## config.mk

```make
export PLATFORM = sky130hd
export DESIGN_NAME = chs_ram
export DESIGN_NICKNAME = d
export VERILOG_FILES = /design/src/rtl/chs_ram.sv
export SDC_FILE = /design/constraint.sdc
export NUM_CORES = 1
export LEC_CHECK = 0
export BUFFER_PORTS_ARGS = -buffer_cell sky130_fd_sc_hd__clkbuf_2
export CAP_MARGIN = 20
export CELL_PAD_IN_SITES_DETAIL_PLACEMENT = 1
export CELL_PAD_IN_SITES_GLOBAL_PLACEMENT = 2
export CORE_AREA = 2 2 117 119
export CTS_CLUSTER_DIAMETER = 120
export DETAILED_ROUTE_END_ITERATION = 8
export DIE_AREA = 0 0 119 121
export PLACE_DENSITY = 0.72
export SYNTH_ARGS = -nofsm -noshare
export SYNTH_HDL_FRONTEND = slang
export SYNTH_SLANG_ARGS = --single-unit
```

## constraint.sdc

```tcl
create_clock -name clk -period 1.8 [get_ports clk]
set_input_delay 0.18 -clock clk [delete_from_list [all_inputs] [get_ports clk]]
set_output_delay 0.18 -clock clk [all_outputs]
set_load 0.02 [all_outputs]
```

## src/rtl/chs_ram.sv

```systemverilog
// simple dual-port memory with registered read
`timescale 1ns / 1ps
module chs_ram #(
  parameter int WIDTH = 8,
  parameter int DEPTH = 16,
  localparam int AW = $clog2(DEPTH)
) (
  input  logic             clk,
  input  logic             we,
  input  logic [AW-1:0]    waddr,
  input  logic [WIDTH-1:0] wdata,
  input  logic [AW-1:0]    raddr,
  output logic [WIDTH-1:0] rdata
);

  logic [WIDTH-1:0] mem [DEPTH];

  always_ff @(posedge clk) begin
    if (we) begin
      mem[waddr] <= wdata;
    end
  end

  always_ff @(posedge clk) begin
    rdata <= mem[raddr];
  end

endmodule

```

==> run summary <==
Placement Cell Area: 0.00561 mm2
Largest net degree at the start of global routing: 23
Area grow syn2layout: 20.5%
Most common cell in the synthesized netlist: edfxtp_1
Fin nets: 303
Hold WC Path Type: input port to flop
Synth Net Count: 247
Total wire length: 10500 um
Worst-skew pair later-pin latency: 0.41 ns
Setup crit end kind: flop
Min Hold Slack: 0.208 ns
WS Path Type: flop to flop
CTS Buf Count: 17
Total track usage: 0.162
DRC Markers: 0
Post-CTS Setup Inserts: 0
YS warnings: 0
Max-Slew Margin vs Limit: 0.700
Cells after synthesis: 229
Crit path launch type: flop
Post-layout instance area: 0.00620 mm2
Cell Area, Synth: 0.00515 mm2
Count of final setup violators: 0
DR WL/cell: 22.3 um
Ant diodes: 0
Actual slew at the worst max-slew pin: 0.451 ns
Stages on worst setup path: 3
#FFs+latches synth: 136
Crit-path cells: mux4_2 -> a22oi_1 -> nand2_1
Post-synth top area cell: edfxtp_1
Max-cap violation count: 0
Via count: 2456
Antenna-violating nets left: 0
Initial antenna violation count: 0
DRT iter0 DRCs: 186
Core area: 0.0131 mm2
Maximum clock rate: 749 MHz
Total power: 7.42 mW
CTS tree: yes
Final HPWL DP: 6740 um
Post-synth top cells: 128 x edfxtp_1, 18 x mux4_2, 16 x a22oi_1
Starting density of the core: 0.393
Placer Congestion: 0.694
Average size of a mapped cell: 22.5 um2
Layout cells sized above 1: 0.299
Fill cell count: 1200
Worst Path Required: 2.08 ns
Crit-path slowest cell: mux4_2
Clock Tree Root: clkbuf_16
Crit-path leading delay family: multiplexers
Grt total ovfl: 0
Hold path cells: 1
Pins Over Slew Limit: 0
Finished Core Util: 0.474
Final Hold Fails: 0
R2R cell count: 3
Standard-cell rows: 42
CTS Hold Bufs: 0
H-tree Lvls: 4
Fin crit period: 1.34 ns
Overall die width: 119 um
I/O pins: 26
Maximum buffer depth of the clock tree: 2
Vias per inst: 5.18
Slowest cell delay on critical path: 0.47 ns
Sequential area share after synthesis: 0.778
Status: finished clean
I/O Buffers: 25
Synth cell types: 19
Top cell type's share of synthesized area: 0.747
TNS Setup: 0 ns
Die Y: 121 um
Post-CTS resize count: 0
Clock edge transition at the registers on the reported setup and hold paths: 0.06 ns
Ys async rst share: 0
Clock sinks: 136
Peak VDD IR: 0.655 mV
DRT Pass-1 Iters: 4
CP max FO: 1
Power per standard cell area: 1200 mW/mm2
Clock skew: 0.00473 ns
Leak: 2.11 nW
RSZ-0062 raised after global routing: false
Crit path DAT: 1.62 ns
EDFF count, synth: 128
CP bufs+invs: 0
Die area: 0.0144 mm2
Tcrit/Tclk final: 0.742
Post-synth top flop: edfxtp_1
Vias in the first global route: 2706
Synth top area cells: edfxtp_1 75%, mux4_2 7.9%, mux4_1 7.1%, dfxtp_1 3.1%, a22oi_1 2.3%
First-pass GRT wire length: 16200 um
## stage by stage
stage	instances	setup WS, ns
floorplan	229	0.127
global placement	442	0.206
detailed placement	442	0.183
CTS	474	0.409
global route	474	0.381
finish	474	0.465
## layer usage
metal	vias up	track usage	wire length, um
li1	1084	-	-
met5	-	0	0
met1	1285	0.209	4510
met3	20	0.0399	462
met2	67	0.257	5350
met4	0	0.0789	231
## power breakdown
group          total (mW)  switching [mW]  internal (mW)
Combinational       0.354           0.205          0.149
Clock                3.50            1.22           2.28
Sequential           3.57          0.0257           3.54
## state kept, by name, summed over array words and instances, names as in the netlist
register	flops
mem	128
rdata	8
## cell type report
class                           count  area, um2  share of cell area
Tap cell                          176        220              0.0355
Sequential cell                   136       4000               0.646
Clock inverter                     13        159              0.0256
Multi-Input combinational cell     83       1060               0.170
Clock buffer                       19        433              0.0698
Timing Repair Buffer               47        328              0.0529
## cell usage in the layout (no fill, tap or decap)
cell        instances
a22oi_1            16
and2_1              1
and2b_1             1
buf_12              3
buf_4              19
bufinv_16           4
clkbuf_1            2
clkbuf_16          17
clkbuf_2           25
clkinv_1            7
clkinv_2            1
clkinvlp_4          1
dfxtp_1             8
edfxtp_1          128
mux4_1             14
mux4_2             18
nand2_1             9
nand2b_1            2
nand3_1             1
nand3b_1            2
nor2_1             13
nor2b_1             1
nor3_1              4
or3b_2              1
## cells by family (layout without fill, tap and decap cells)
family          after synthesis  count (layout)  share of synthesized area
buf+inv                      10              79                     0.0168
flops                       136             136                      0.778
simple gates                 35              35                     0.0318
mux                          32              32                      0.150
compound gates               16              16                     0.0233
## worst paths after layout
check / from / end / slack (ns)
min reg2reg: mem[8][5] / rdata[5] / 0.68
max: mem[11][0] / rdata[0] / 0.46
max reg2reg: mem[11][0] / rdata[0] / 0.46
min: wdata[5] / mem[10][5] / 0.21
No activity file was read; power rests on OpenSTA's default activity.
